==> src/i2ra_pkg.sv <==
`timescale 1ns / 1ps

package i2ra_pkg;

  localparam int STORE_DEPTH = 32;
  localparam int IDX_W       = 5;
  localparam int COUNT_W     = 6;
  localparam int STEP_BITS   = 8;

  localparam logic [6:0] CHAR_MINUS = 7'h2D;
  localparam logic [6:0] CHAR_ZERO  = 7'h30;
  localparam logic [6:0] CHAR_LOWER = 7'h61;
  localparam logic [6:0] CHAR_UPPER = 7'h41;

  typedef struct packed {
    logic load;
    logic step;
    logic last_pass;
    logic show_sign;
    logic show_digit;
    logic rd_dec;
  } i2ra_cmd_t;

  typedef struct packed {
    logic conv_done;
    logic neg;
    logic out_taken;
    logic last_digit;
  } i2ra_stat_t;

  function automatic logic [6:0] digit_char(input logic [3:0] d, input logic lower);
    logic [6:0] ch;
    if (d < 4'd10) begin
      ch = CHAR_ZERO + {3'b000, d};
    end else begin
      ch = (lower ? CHAR_LOWER : CHAR_UPPER) + {3'b000, d} - 7'd10;
    end
    return ch;
  endfunction

endpackage

==> src/i2ra_dp.sv <==
`timescale 1ns / 1ps

module i2ra_dp import i2ra_pkg::*; #(
  parameter int WIDTH = 32
) (
  input  logic        clk,
  input  logic        rst,
  input  i2ra_cmd_t   cmd,
  output i2ra_stat_t  stat,
  input  logic [31:0] number,
  input  logic [4:0]  base,
  input  logic        unsigned_mode,
  input  logic        lowercase,
  output logic        out_valid,
  input  logic        out_ready,
  output logic [6:0]  character,
  output logic        last
);

  localparam int EW     = (WIDTH < 32) ? WIDTH : 32;
  localparam int PASSES = (EW + STEP_BITS - 1) / STEP_BITS;
  localparam int QW     = PASSES * STEP_BITS;

  logic [QW-1:0]      quot;
  logic [QW-1:0]      quot_next;
  logic [3:0]         rem;
  logic [3:0]         rem_next;
  logic [4:0]         base_r;
  logic               lower_r;
  logic               neg;
  logic [COUNT_W-1:0] count;
  logic [IDX_W-1:0]   rd_idx;
  logic [3:0]         rd_data;
  logic [3:0]         store [STORE_DEPTH];

  logic [EW-1:0]      word_in;
  logic [EW-1:0]      mag;
  logic               neg_in;
  logic [4:0]         base_c;

  assign word_in = number[EW-1:0];
  assign neg_in  = !unsigned_mode && word_in[EW-1];
  assign mag     = neg_in ? (~word_in + 1'b1) : word_in;
  assign base_c  = (base > 5'd16) ? 5'd16 : ((base < 5'd2) ? 5'd2 : base);

  // Long division by the base, eight quotient bits per cycle. The remainder
  // stays below the base, so four bits hold it between steps.
  always_comb begin
    logic [4:0]           r;
    logic [3:0]           rv;
    logic [STEP_BITS-1:0] qb;
    logic [QW+STEP_BITS-1:0] cat;
    rv = rem;
    qb = '0;
    for (int i = 0; i < STEP_BITS; i++) begin
      r = {rv, quot[QW-1-i]};
      if (r >= base_r) begin
        r = r - base_r;
        qb[STEP_BITS-1-i] = 1'b1;
      end
      rv = r[3:0];
    end
    cat       = {quot, qb};
    quot_next = cat[QW-1:0];
    rem_next  = rv;
  end

  always_ff @(posedge clk) begin
    if (rst) begin
      count <= '0;
      quot  <= '0;
      rem   <= '0;
    end else if (cmd.load) begin
      count <= '0;
      quot  <= {{(QW-EW){1'b0}}, mag};
      rem   <= '0;
    end else if (cmd.step) begin
      quot <= quot_next;
      if (cmd.last_pass) begin
        rem   <= '0;
        count <= count + 1'b1;
      end else begin
        rem <= rem_next;
      end
    end
  end

  always_ff @(posedge clk) begin
    if (cmd.load) begin
      base_r  <= base_c;
      lower_r <= lowercase;
      neg     <= neg_in;
    end
    if (cmd.step && cmd.last_pass) begin
      store[count[IDX_W-1:0]] <= rem_next;
      rd_idx <= count[IDX_W-1:0];
    end else if (cmd.rd_dec) begin
      rd_idx <= rd_idx - 1'b1;
    end
    rd_data <= store[rd_idx];
  end

  always_ff @(posedge clk) begin
    if (rst) begin
      out_valid <= 1'b0;
    end else if (cmd.show_sign || cmd.show_digit) begin
      out_valid <= 1'b1;
    end else if (out_ready) begin
      out_valid <= 1'b0;
    end
  end

  always_ff @(posedge clk) begin
    if (cmd.show_sign) begin
      character <= CHAR_MINUS;
      last      <= 1'b0;
    end else if (cmd.show_digit) begin
      character <= digit_char(rd_data, lower_r);
      last      <= (rd_idx == '0);
    end
  end

  assign stat.conv_done  = (quot_next == '0) ||
                           (count == COUNT_W'(STORE_DEPTH - 1));
  assign stat.neg        = neg;
  assign stat.out_taken  = out_valid && out_ready;
  assign stat.last_digit = (rd_idx == '0);

endmodule

==> src/i2ra_ctrl.sv <==
`timescale 1ns / 1ps

module i2ra_ctrl import i2ra_pkg::*; #(
  parameter int WIDTH = 32
) (
  input  logic       clk,
  input  logic       rst,
  input  logic       in_valid,
  output logic       in_ready,
  input  i2ra_stat_t stat,
  output i2ra_cmd_t  cmd
);

  localparam int EW     = (WIDTH < 32) ? WIDTH : 32;
  localparam int PASSES = (EW + STEP_BITS - 1) / STEP_BITS;
  localparam int PW     = (PASSES > 1) ? $clog2(PASSES) : 1;

  typedef enum logic [2:0] {
    S_IDLE,
    S_DIV,
    S_SIGN,
    S_SIGN_WAIT,
    S_FETCH,
    S_SHOW,
    S_WAIT
  } state_t;

  state_t        state;
  logic [PW-1:0] pass;
  logic          last_pass;

  assign last_pass = (pass == PW'(PASSES - 1));
  assign in_ready  = (state == S_IDLE);

  always_comb begin
    cmd            = '0;
    cmd.load       = (state == S_IDLE) && in_valid;
    cmd.step       = (state == S_DIV);
    cmd.last_pass  = (state == S_DIV) && last_pass;
    cmd.show_sign  = (state == S_SIGN);
    cmd.show_digit = (state == S_SHOW);
    cmd.rd_dec     = (state == S_WAIT) && stat.out_taken && !stat.last_digit;
  end

  always_ff @(posedge clk) begin
    if (rst) begin
      state <= S_IDLE;
      pass  <= '0;
    end else begin
      case (state)
        S_IDLE: begin
          pass <= '0;
          if (in_valid) state <= S_DIV;
        end
        S_DIV: begin
          if (last_pass) begin
            pass <= '0;
            if (stat.conv_done) state <= stat.neg ? S_SIGN : S_FETCH;
          end else begin
            pass <= pass + 1'b1;
          end
        end
        S_SIGN:      state <= S_SIGN_WAIT;
        S_SIGN_WAIT: if (stat.out_taken) state <= S_FETCH;
        S_FETCH:     state <= S_SHOW;
        S_SHOW:      state <= S_WAIT;
        S_WAIT: begin
          if (stat.out_taken) state <= stat.last_digit ? S_IDLE : S_FETCH;
        end
        default:     state <= S_IDLE;
      endcase
    end
  end

endmodule

==> src/integer_to_radix_ascii_core.sv <==
`timescale 1ns / 1ps
// Channel | Signals                                      | Direction
// input   | in_valid, in_ready, number, base,            | into the block
//         | unsigned_mode, lowercase                     |
// output  | out_valid, out_ready, character, last        | out of the block
//
// Each digit is one full division of the min(WIDTH,32)-bit quotient by the base,
// run in passes of the shared divider, which retires eight quotient bits a
// cycle; emitting a digit goes through the registered digit store read, the
// output register load and a wait for the hand-off, and a minus sign goes first
// through its own load and wait. The longest item is the signed minimum in base two.
// Reset is synchronous; it empties the output register and idles the block.
// A stalled output holds the character in place and the block waits.

module integer_to_radix_ascii_core import i2ra_pkg::*; #(
  parameter int WIDTH = 32
) (
  input  logic        clk,
  input  logic        rst,
  input  logic        in_valid,
  output logic        in_ready,
  input  logic [31:0] number,
  input  logic [4:0]  base,
  input  logic        unsigned_mode,
  input  logic        lowercase,
  output logic        out_valid,
  input  logic        out_ready,
  output logic [6:0]  character,
  output logic        last
);

  i2ra_cmd_t  cmd;
  i2ra_stat_t stat;

  i2ra_ctrl #(.WIDTH(WIDTH)) u_ctrl (
    .clk      (clk),
    .rst      (rst),
    .in_valid (in_valid),
    .in_ready (in_ready),
    .stat     (stat),
    .cmd      (cmd)
  );

  i2ra_dp #(.WIDTH(WIDTH)) u_dp (
    .clk           (clk),
    .rst           (rst),
    .cmd           (cmd),
    .stat          (stat),
    .number        (number),
    .base          (base),
    .unsigned_mode (unsigned_mode),
    .lowercase     (lowercase),
    .out_valid     (out_valid),
    .out_ready     (out_ready),
    .character     (character),
    .last          (last)
  );

  // The block takes no new item while a character is still on offer.
  a_idle_empty: assert property (@(posedge clk) disable iff (rst)
    in_ready |-> !out_valid)
    else $error("input ready while a character is pending");

  // Delivering the final character returns the block to accepting items.
  a_last_frees: assert property (@(posedge clk) disable iff (rst)
    (out_valid && out_ready && last) |=> in_ready)
    else $error("block not idle after final character");

  // An accepted item starts a conversion, never an immediate output.
  a_accept_quiet: assert property (@(posedge clk) disable iff (rst)
    (in_valid && in_ready) |=> (!out_valid && !in_ready))
    else $error("output or ready right after accepting an item");

endmodule

==> config.mk <==
export PLATFORM = sky130hd
export DESIGN_NAME = integer_to_radix_ascii_core
export DESIGN_NICKNAME = d
export VERILOG_FILES = /design/src/i2ra_pkg.sv /design/src/i2ra_dp.sv /design/src/i2ra_ctrl.sv /design/src/integer_to_radix_ascii_core.sv
export SDC_FILE = /design/constraint.sdc
export NUM_CORES = 1
export LEC_CHECK = 0
export ABC_CLOCK_PERIOD_IN_PS = 12430
export BUFFER_PORTS_ARGS = -buffer_cell sky130_fd_sc_hd__buf_2
export CORE_MARGIN = 2
export CORE_UTILIZATION = 55
export CTS_CLUSTER_SIZE = 12
export DETAILED_ROUTE_END_ITERATION = 8
export GPL_TIMING_DRIVEN = 0
export PLACE_DENSITY = 0.76
export SLEW_MARGIN = 0
export SYNTH_ARGS = -nofsm -noshare
export SYNTH_HDL_FRONTEND = slang
export SYNTH_SLANG_ARGS = --single-unit
==> constraint.sdc <==
create_clock -name clk -period 12.43 [get_ports clk]
set_input_delay 0.6215 -clock clk [delete_from_list [all_inputs] [get_ports clk]]
set_output_delay 0.6215 -clock clk [all_outputs]
set_load 0.05 [all_outputs]
# Yosys cells after proc, flatten, opt, wreduce, memory -nomap -nowiden
# Memory sizes are Yosys's and may differ from the RTL's. A register that Yosys moved wholly into a read port is not among the register bits.
# Index checks and enable logic that the tools add are counted.
dict set report op_classes {
  addsub 15
  n_lt_le_gt_ge 11
  eq_ne 13
  mux 39
  bitwise_logic 1
  reduce_logical 22
}
# cell count
set ops {}
lappend ops {{$mux W32} 3}
lappend ops {{$ge A5 B5 Y1} 8}
lappend ops {{$mux W4} 9}
lappend ops {{$add A32 B1 Y32 const B} 1}
lappend ops {{$logic_not A32 Y1} 1}
lappend ops {{$not A32 Y32} 1}
lappend ops {{$sub A4 B4 Y4} 8}
lappend ops {{$mux W3} 7}
lappend ops {{$pmux W3 S7} 1}
lappend ops {{$mux W5} 3}
lappend ops {{$mux W1} 12}
lappend ops {{$eq A3 B3 Y1 const B} 3}
lappend ops {{$reduce_bool A2 Y1} 4}
lappend ops {{$add A6 B4 Y7 const A} 1}
lappend ops {{$add A7 B4 Y7} 1}
lappend ops {{$logic_and A1 B1 Y1} 7}
lappend ops {{$mux W7} 1}
lappend ops {{$sub A7 B4 Y7 const B} 1}
lappend ops {{$add A6 B1 Y6 const B} 1}
lappend ops {{$eq A3 B2 Y1 const B} 2}
lappend ops {{$eq A6 B5 Y1 const B} 1}
lappend ops {{$mux W6} 1}
lappend ops {{$ne A2 B2 Y1 const B} 3}
lappend ops {{$gt A5 B5 Y1 const B} 1}
lappend ops {{16 further kinds} 20}
dict set report totals {
  reg_bits 68
  ram_bits 128
  inputBits 43
  out_inout_bits 10
  elab_cells 115
  memories 1
}
# memory depth width rd rd_ports_with_merged_regs wr line_no
set mem_list {}
lappend mem_list {u_dp.store 32 4 1 1 1 i2ra_dp.sv:34} ;# logic [3:0] store [STORE_DEPTH];

# Logic depth before layout (Yosys ltp)
# Gate-level depths: netlist of run 1.
dict set report logic_depth {
  word_depth 21
  depth_mapped 51
  mapped_depth_nobuf 50
}

# Modules after synthesis
# A second synthesis of run 1 with hierarchy kept.
dict set report hier_totals {
  hier_cells 907
  area_unflattened_um2 10775.3
}
# mod instances cells_each area_per_inst_um2 seq_area_each_um2
set modules_own_cells {}
lappend modules_own_cells {i2ra_dp 1 860 10422.5 5305.1}
lappend modules_own_cells {i2ra_ctrl 1 47 352.8 100.1}

# Least setup slack after synthesis of run 1
# OpenSTA, ideal clock, no wires.
dict set report synth_timing {
  kind {register to register}
  start {register u_dp.base_r[1]}
  end {memory u_dp.store[0][3] (data pin)}
  setup_ps 397
  arrival_time_ps 11152
  required_time_ps 12033
  setup_slack_ps 881
  stages_incl_launch_ff 46
  n_path_buf 1
  period_less_slack_ps 11549
  path_cell_list {edfxtp_1 > inv_1 > ha_1 > nor2b_1 > o211ai_1 > a31oi_2 > mux2_2 > ha_1 > a21o_1 > a31oi_1 > o21ai_2 > mux2_2 > ha_1 > a21o_1 > a31oi_2 > mux2_2 > inv_1 > ha_1 > [10 not listed] > mux2i_1 > ha_1 > nand2_1 > o21ai_0 > a31o_2 > mux2_2 > inv_1 > ha_1 > a21o_1 > a31oi_1 > o21ai_1 > mux2_2 > inv_1 > ha_1 > a211oi_1 > o31ai_1 > or3_1 > o221ai_1}
}
dict set report synth_between {
  elab_chain_cells 16
  elab_cells_between_ends 24
  cone_classes {add/sub (8); order compare (8); mux (8)}
}
# element line_no
set synth_lines {}
lappend synth_lines {{start, declared} i2ra_dp.sv:28} ;# logic [4:0] base_r;
lappend synth_lines {{start signal, assigned} i2ra_dp.sv:90} ;# base_r <= base_c;
lappend synth_lines {{$sub A4 B4 Y4 or $ge A5 B5 Y1 (tied branches)} {i2ra_dp.sv:58, i2ra_dp.sv:57}}
lappend synth_lines {{$mux W4} i2ra_dp.sv:57} ;# if (r >= base_r) begin
lappend synth_lines {{$sub A4 B4 Y4 or $ge A5 B5 Y1 (tied branches)} {i2ra_dp.sv:58, i2ra_dp.sv:57}}
lappend synth_lines {{$mux W4} i2ra_dp.sv:57}
lappend synth_lines {{$sub A4 B4 Y4 or $ge A5 B5 Y1 (tied branches)} {i2ra_dp.sv:58, i2ra_dp.sv:57}}
lappend synth_lines {{$mux W4} i2ra_dp.sv:57}
lappend synth_lines {{$ge A5 B5 Y1 or $sub A4 B4 Y4 (tied branches)} {i2ra_dp.sv:57, i2ra_dp.sv:58}}
lappend synth_lines {{$mux W4} i2ra_dp.sv:57}
lappend synth_lines {{$sub A4 B4 Y4 or $ge A5 B5 Y1 (tied branches)} {i2ra_dp.sv:58, i2ra_dp.sv:57}}
lappend synth_lines {{$mux W4} i2ra_dp.sv:57}
lappend synth_lines {{$sub A4 B4 Y4 or $ge A5 B5 Y1 (tied branches)} {i2ra_dp.sv:58, i2ra_dp.sv:57}}
lappend synth_lines {{$mux W4} i2ra_dp.sv:57}
lappend synth_lines {{$ge A5 B5 Y1 or $sub A4 B4 Y4 (tied branches)} {i2ra_dp.sv:57, i2ra_dp.sv:58}}
lappend synth_lines {{$mux W4} i2ra_dp.sv:57}
lappend synth_lines {{$sub A4 B4 Y4 or $ge A5 B5 Y1 (tied branches)} {i2ra_dp.sv:58, i2ra_dp.sv:57}}
lappend synth_lines {{$mux W4 *} i2ra_dp.sv:57}
lappend synth_lines {{named net u_dp.rem_next[3]} i2ra_dp.sv:27} ;# logic [3:0] rem_next;
lappend synth_lines {{end, declared} i2ra_dp.sv:34}
# The timed path passes the listed nets; every way through them passes the cells marked *.

# Final worst setup path of run 1
dict set report layout_timing {
  start {register u_dp.base_r[1]}
  end {memory u_dp.store[22][3] (data pin)}
}
# Same word-level chain as after synthesis.

==> flow_summary.yaml, run 1 <==
worst_setup_path:
  cpPeakStageDelay_ns: 0.42
  critPathArrivalTime_ns: 11.99
  r2r_setup_slack_ns: 0.71
  worstSetupPathType: "flip-flop to flip-flop"
  end_kind: "flip-flop"
  cp-start-kind: "flip-flop"
  cp_common_cell: "ha_1"
  critical-path-slowest-cell: "edfxtp_1"
  path_max_fanout: 25
  worstPathRequired_ns: 12.70
yosys:
  synth_edf_count: 140
  async_reset_ff_frac: 0
  syn_inst: 873
  ys_seq_area_frac: 0.5166
  synth_area_mm2: 0.01046
  synth_top_area_frac: 0.4018
  ys_ff_latch: 200
  ys_top_cells_by_count: "edfxtp_1 (140), nor2_1 (89), a21oi_1 (68)"
  synth_nets: 973
  yosysMostFrequentCell: "edfxtp_1"
  synth.area.top_cells: "edfxtp_1 (40%), dfxtp_1 (11%), mux4_2 (8.6%), ha_1 (5.9%), a21oi_1 (3.3%)"
  ys_warn_count: 0
  ys.flop_type: "edfxtp_1"
  yosys.area.top_type: "edfxtp_1"
  yosys.cell_types.count: 66
  syn_avg_cell_area_um2: 11.99
min_path:
  hold_path.class: "primary input to flip-flop"
layout:
  multi_input_area_mm2: 0.004860
  n_antenna_cell: 0
  n_fill_cell: 1403
  nNetsFinal: 1058
  final_layout_size_suffix_gt1_frac: 0.1957
  syn_to_final_growth_pct: 13.26
  final-seq-area_mm2: 0.005405
cts:
  clk_latency_ns: 0.44
  htreeDepth: 4
  cts_tree: "yes"
  ctsLongestPathBuffers: 2
  cts_root_buf: "clkbuf_16"
  clock_sinks: 200
  numCtsBuffers: 17
  cts.clk_slew.worst_paths_ns: 0.08
floorplanning:
  io_pins: 53
  coreArea_mm2: 0.01871
  start_util: 0.5594
  die_y_um: 141.9
  die_area_mm2: 0.02014
  die_x_um: 141.9
  fp-row-count: 50
timing:
  fmax_ghz: 0.08531
  fin_skew_ns: 0.01800
  post-route-min-period_ns: 11.72
  hold_violations: 0
  finalCritPeriodShare: 0.9430
  fin_tns_setup_ns: 0
  setup_viol: 0
  worst_pin_slew_ns: 1.095
  maxSlewViolCount: 0
  slew_headroom: 0.2603
global_route:
  grt_first_pass_wirelength_um: 37030
  grt_use_total: 0.2410
  grt_pass1_vias: 6968
  antenna_found_initial: 0
  grt_max_degree: 33
  overflow: 0
routing:
  avgRoutedWirePerCell_um: 19.61
  routed_wl_um: 23630
  drt_first_pass_iters: 6
  drc: 0
  drt_iter0_drc: 593
  antenna_left: 0
  vias_per_cell: 6.041
  vias: 7280
place:
  port_buffers: 52
  routabilityCongestion: 0.8695
  hpwlAfterDp_um: 16990
flow_run:
  cap_violations: 0
outcome:
  status: "finished, final reports clean"
cell type report:
type	count	share of cell area
Inverter	44	0.01425
Tap cell	234	0.02470
Clock buffer	17	0.03590
Timing Repair Buffer	65	0.03146
Clock inverter	15	0.01446
Multi-Input combinational cell	590	0.4100
Buffer	40	0.01309
Sequential cell	200	0.4561
registers in the layout, indices dropped and copies added (netlist names), 2 cells and up:
signal          count
u_dp.count          6
u_dp.quot          32
u_dp.base_r         5
u_dp.character      7
u_dp.store        128
u_ctrl.pass         2
u_dp.rd_idx         5
u_dp.rem            4
u_dp.rd_data        4
u_ctrl.state        3
final timing paths:
check | startpoint | to | depth (start not counted)
hold reg to reg | u_dp.character[4] | u_dp.character[4] | 2
setup reg to reg | u_dp.base_r[1] | u_dp.store[22][3] | 47
hold / removal | lowercase | u_dp.lower_r | 1
setup / recovery | u_dp.base_r[1] | u_dp.store[22][3] | 47
cell families after synthesis:
| group | Yosys count | synth area share |
|---|---|---|
| DFF | 200 | 0.5166 |
| AOI/OAI and AO/OA | 189 | 0.1184 |
| xor gates and xnor gates | 51 | 0.04269 |
| adders and majority gates | 57 | 0.07390 |
| and+or+nand+nor | 224 | 0.1026 |
| buffers and inverters | 84 | 0.03061 |
| muxes | 68 | 0.1153 |
placed cells by master (no fill, tap or decap), drive strengths merged, types with 3 or more instances in the layout:
cell type / instances
edfxtp: 140
nor2: 89
buf: 75
a21oi: 68
dfxtp: 60
nand2: 56
inv: 52
ha: 49
clkbuf: 47
mux4: 40
xnor2: 31
o21ai: 29
a22oi: 27
xor2: 20
mux2: 20
nor4: 13
nand2b: 11
a31oi: 11
a21o: 10
nor3: 10
o22ai: 10
mux2i: 9
nor2b: 8
fa: 8
nand3: 7
nand4: 6
or3: 6
clkinv: 6
nand3b: 5
a221oi: 4
o31ai: 4
or4: 4
o41ai: 4
o21a: 3
critical path, delay by kind of cell, from the launching register on:
kind / cells / cell delay (ns)
fa+ha+maj: 8 / 2.26
buf+inv: 7 / 1.03
simple gates: 5 / 0.94
flops: 1 / 0.42
compound gates: 20 / 4.43
mux: 7 / 2.45
per-stage QoR:
step,hold slack [ns],setup WS [ns],instance area (um^2),utilization,cells
final,0.3524,0.7084,11850,0.6336,1205
after floorplan,0.4456,0.8810,10460,-,873
after global routing,0.3323,-0.005964,11850,0.6336,1205
after CTS,0.3368,0.009901,11710,0.6262,1195
after detailed placement,0.4477,-0.8942,11070,0.5918,1161
after global placement,0.4458,-1.895,11020,0.5890,1159
metal layers:
layer | part of all wire | vias up | GRT usage
li1 | - | 3467 | -
met1 | 0.43 | 3500 | 0.3227
met2 | 0.50 | 272 | 0.4050
met3 | 0.056 | 41 | 0.04172
met4 | 0.021 | 0 | 0.07526
met5 | 0 | - | 0
timing repair:
action,CTS,global route
setup buffers,1,10
cloned,1,0
endpoints found under the setup margin,135,135
pin swaps,0,3
hold buffers,0,0
resized for setup,5,9
Power of run 1 is left out: the tool's default activity adds up to more than one toggle a clock period on the data nets, which glitch-free logic cannot reach.
==> inputs of run 2 (changes only) <==
--- a/config.mk
+++ b/config.mk
@@ -5,14 +5,17 @@
 export SDC_FILE = /design/constraint.sdc
 export NUM_CORES = 1
 export LEC_CHECK = 0
-export ABC_CLOCK_PERIOD_IN_PS = 12430
+export ABC_CLOCK_PERIOD_IN_PS = 14100
 export BUFFER_PORTS_ARGS = -buffer_cell sky130_fd_sc_hd__buf_2
+export CELL_PAD_IN_SITES_DETAIL_PLACEMENT = 1
+export CELL_PAD_IN_SITES_GLOBAL_PLACEMENT = 2
 export CORE_MARGIN = 2
-export CORE_UTILIZATION = 55
+export CORE_UTILIZATION = 46
+export CTS_CLUSTER_DIAMETER = 100
 export CTS_CLUSTER_SIZE = 12
 export DETAILED_ROUTE_END_ITERATION = 8
 export GPL_TIMING_DRIVEN = 0
-export PLACE_DENSITY = 0.76
+export PLACE_DENSITY_LB_ADDON = 0.1
 export SLEW_MARGIN = 0
 export SYNTH_ARGS = -nofsm -noshare
 export SYNTH_HDL_FRONTEND = slang
==> constraint.sdc (replaced) <==
create_clock -name clk -period 14.1 [get_ports clk]
set_input_delay 0.705 -clock clk [delete_from_list [all_inputs] [get_ports clk]]
set_output_delay 0.705 -clock clk [all_outputs]
set_load 0.05 [all_outputs]
==> flow_summary.yaml, run 2 (same netlist as run 1, synthesis figures left out) <==
outcome:
  status: "finished, final reports clean"
floorplanning:
  die_y_um: 154.8
  io_pins: 53
  die_x_um: 154.8
  start_util: 0.4650
  die_area_mm2: 0.02397
  fp-row-count: 55
  coreArea_mm2: 0.02250
routing:
  drt_first_pass_iters: 5
  drt_iter0_drc: 391
  antenna_left: 0
  vias_per_cell: 5.889
  drc: 0
  vias: 7349
  routed_wl_um: 28090
  avgRoutedWirePerCell_um: 22.51
cts:
  hold_buffers: 0
  cts_root_buf: "clkbuf_16"
  cts.clk_slew.worst_paths_ns: 0.07
  clk_latency_ns: 0.43
  clock_sinks: 200
  cts_tree: "yes"
  numCtsBuffers: 17
  ctsLongestPathBuffers: 2
  htreeDepth: 4
worst_setup_path:
  cp_common_cell: "ha_1"
  end_kind: "flip-flop"
  cpPeakStageDelay_ns: 0.50
  worstPathRequired_ns: 14.45
  cp_top_family: "compound AO/OA/AOI/OAI gates"
  reg2reg_depth: 47
  r2r_setup_slack_ns: 0.88
  rr_endpoint: "u_dp.rem[3]"
  timing.rr.start: "u_dp.base_r[1]"
  critPathArrivalTime_ns: 13.57
  worstSetupPathType: "flip-flop to flip-flop"
  critical-path-slowest-cell: "mux2_2"
  startpoint: "u_dp.base_r[1]"
  cp-start-kind: "flip-flop"
  path_buf_inv: 7
  path_max_fanout: 18
  critPathCapture: "u_dp.rem[3]"
  path_depth: 47
layout:
  nNetsFinal: 1050
  finalNonFillerCells: 1248
  syn_to_final_growth_pct: 12.93
  final_common_cell: "edfxtp_1"
  largest_register_ffs: 128
  n_fill_cell: 2332
  final_cell_mix: "edfxtp_1 (140), nor2_1 (89), a21oi_1 (67), dfxtp_1 (60)"
  final_layout_size_suffix_gt1_frac: 0.1869
  n_antenna_cell: 0
global_route:
  grt_use_total: 0.2377
  grt_first_pass_wirelength_um: 43790
  overflow: 0
  grt_pass1_vias: 7878
  grt_max_degree: 34
  antenna_found_initial: 0
timing:
  hold_violations: 0
  slew_headroom: 0.2002
  post-route-min-period_ns: 13.22
  finalCritPeriodShare: 0.9373
  setup_viol: 0
  worst_pin_slew_ns: 1.184
  maxSlewViolCount: 0
  fin_skew_ns: 0.01483
  fmax_ghz: 0.07567
flow_run:
  cap_violations: 0
place:
  dp.cells: 1212
  port_buffers: 52
  hpwlAfterDp_um: 20980
  routabilityCongestion: 0.8465
min_path:
  hold_path.class: "primary input to flip-flop"
  hold_path_depth: 1
run 2: per-stage QoR:
stage | hold WS, ns | setup slack [ns] | TNS, ns | cell area [um^2] | utilization
final | 0.4583 | 0.8843 | 0 | 11820 | 0.5251
after global routing | 0.4434 | -0.03552 | -0.03552 | 11820 | 0.5251
after CTS | 0.4413 | 0.05485 | 0 | 11750 | 0.5220
after detailed placement | 0.4408 | -0.08164 | -2.535 | 11130 | 0.4947
after global placement | 0.4455 | -0.6205 | -51.92 | 11080 | 0.4924
after floorplan | 0.4456 | 2.551 | 0 | 10460 | -
run 2: area by class of cell:
class,count,area (um^2),area share
Clock inverter,13,143.9,0.01218
Sequential cell,200,5405,0.4574
Multi-Input combinational cell,590,4813,0.4074
Tap cell,285,356.6,0.03018
Buffer,40,155.1,0.01313
Timing Repair Buffer,57,312.8,0.02647
Inverter,44,165.2,0.01398
Clock buffer,19,464.2,0.03928
run 2: timing repair:
item                                    CTS  global route
setup buffers                             0             3
endpoints found under the setup margin   34           134
gates resized for setup                   2             5
cloned                                    0             1
run 2: how the worst min path moves through the flow:
stage / from / endpoint / slack, ns
floorplan: u_dp.rem[3] / u_dp.rem[3] / 0.45
global placement: u_dp.character[4] / u_dp.character[4] / 0.45
detailed placement: u_dp.character[1] / u_dp.character[1] / 0.44
CTS: lowercase / u_dp.lower_r / 0.44
global route: lowercase / u_dp.lower_r / 0.44
finish: lowercase / u_dp.lower_r / 0.46
run 2: worst register-to-register path, delay by kind of cell (launching register included):
kind,cells,cell delay [ns]
flip-flops,1,0.48
AND/OR/NAND/NOR,5,0.99
AO/OA/AOI/OAI,20,5.28
adder cells (fa/ha/maj),8,2.38
multiplexers,7,2.84
buffers and inverters,7,1.17
run 2: layer usage:
layer	track usage	vias up	wire length (um)
met5	0	-	0
li1	-	3423	-
met3	0.03082	35	794
met4	0.05908	0	468
met2	0.4413	157	14870
met1	0.2930	3734	11960
Power of run 2 is left out for the same reason.
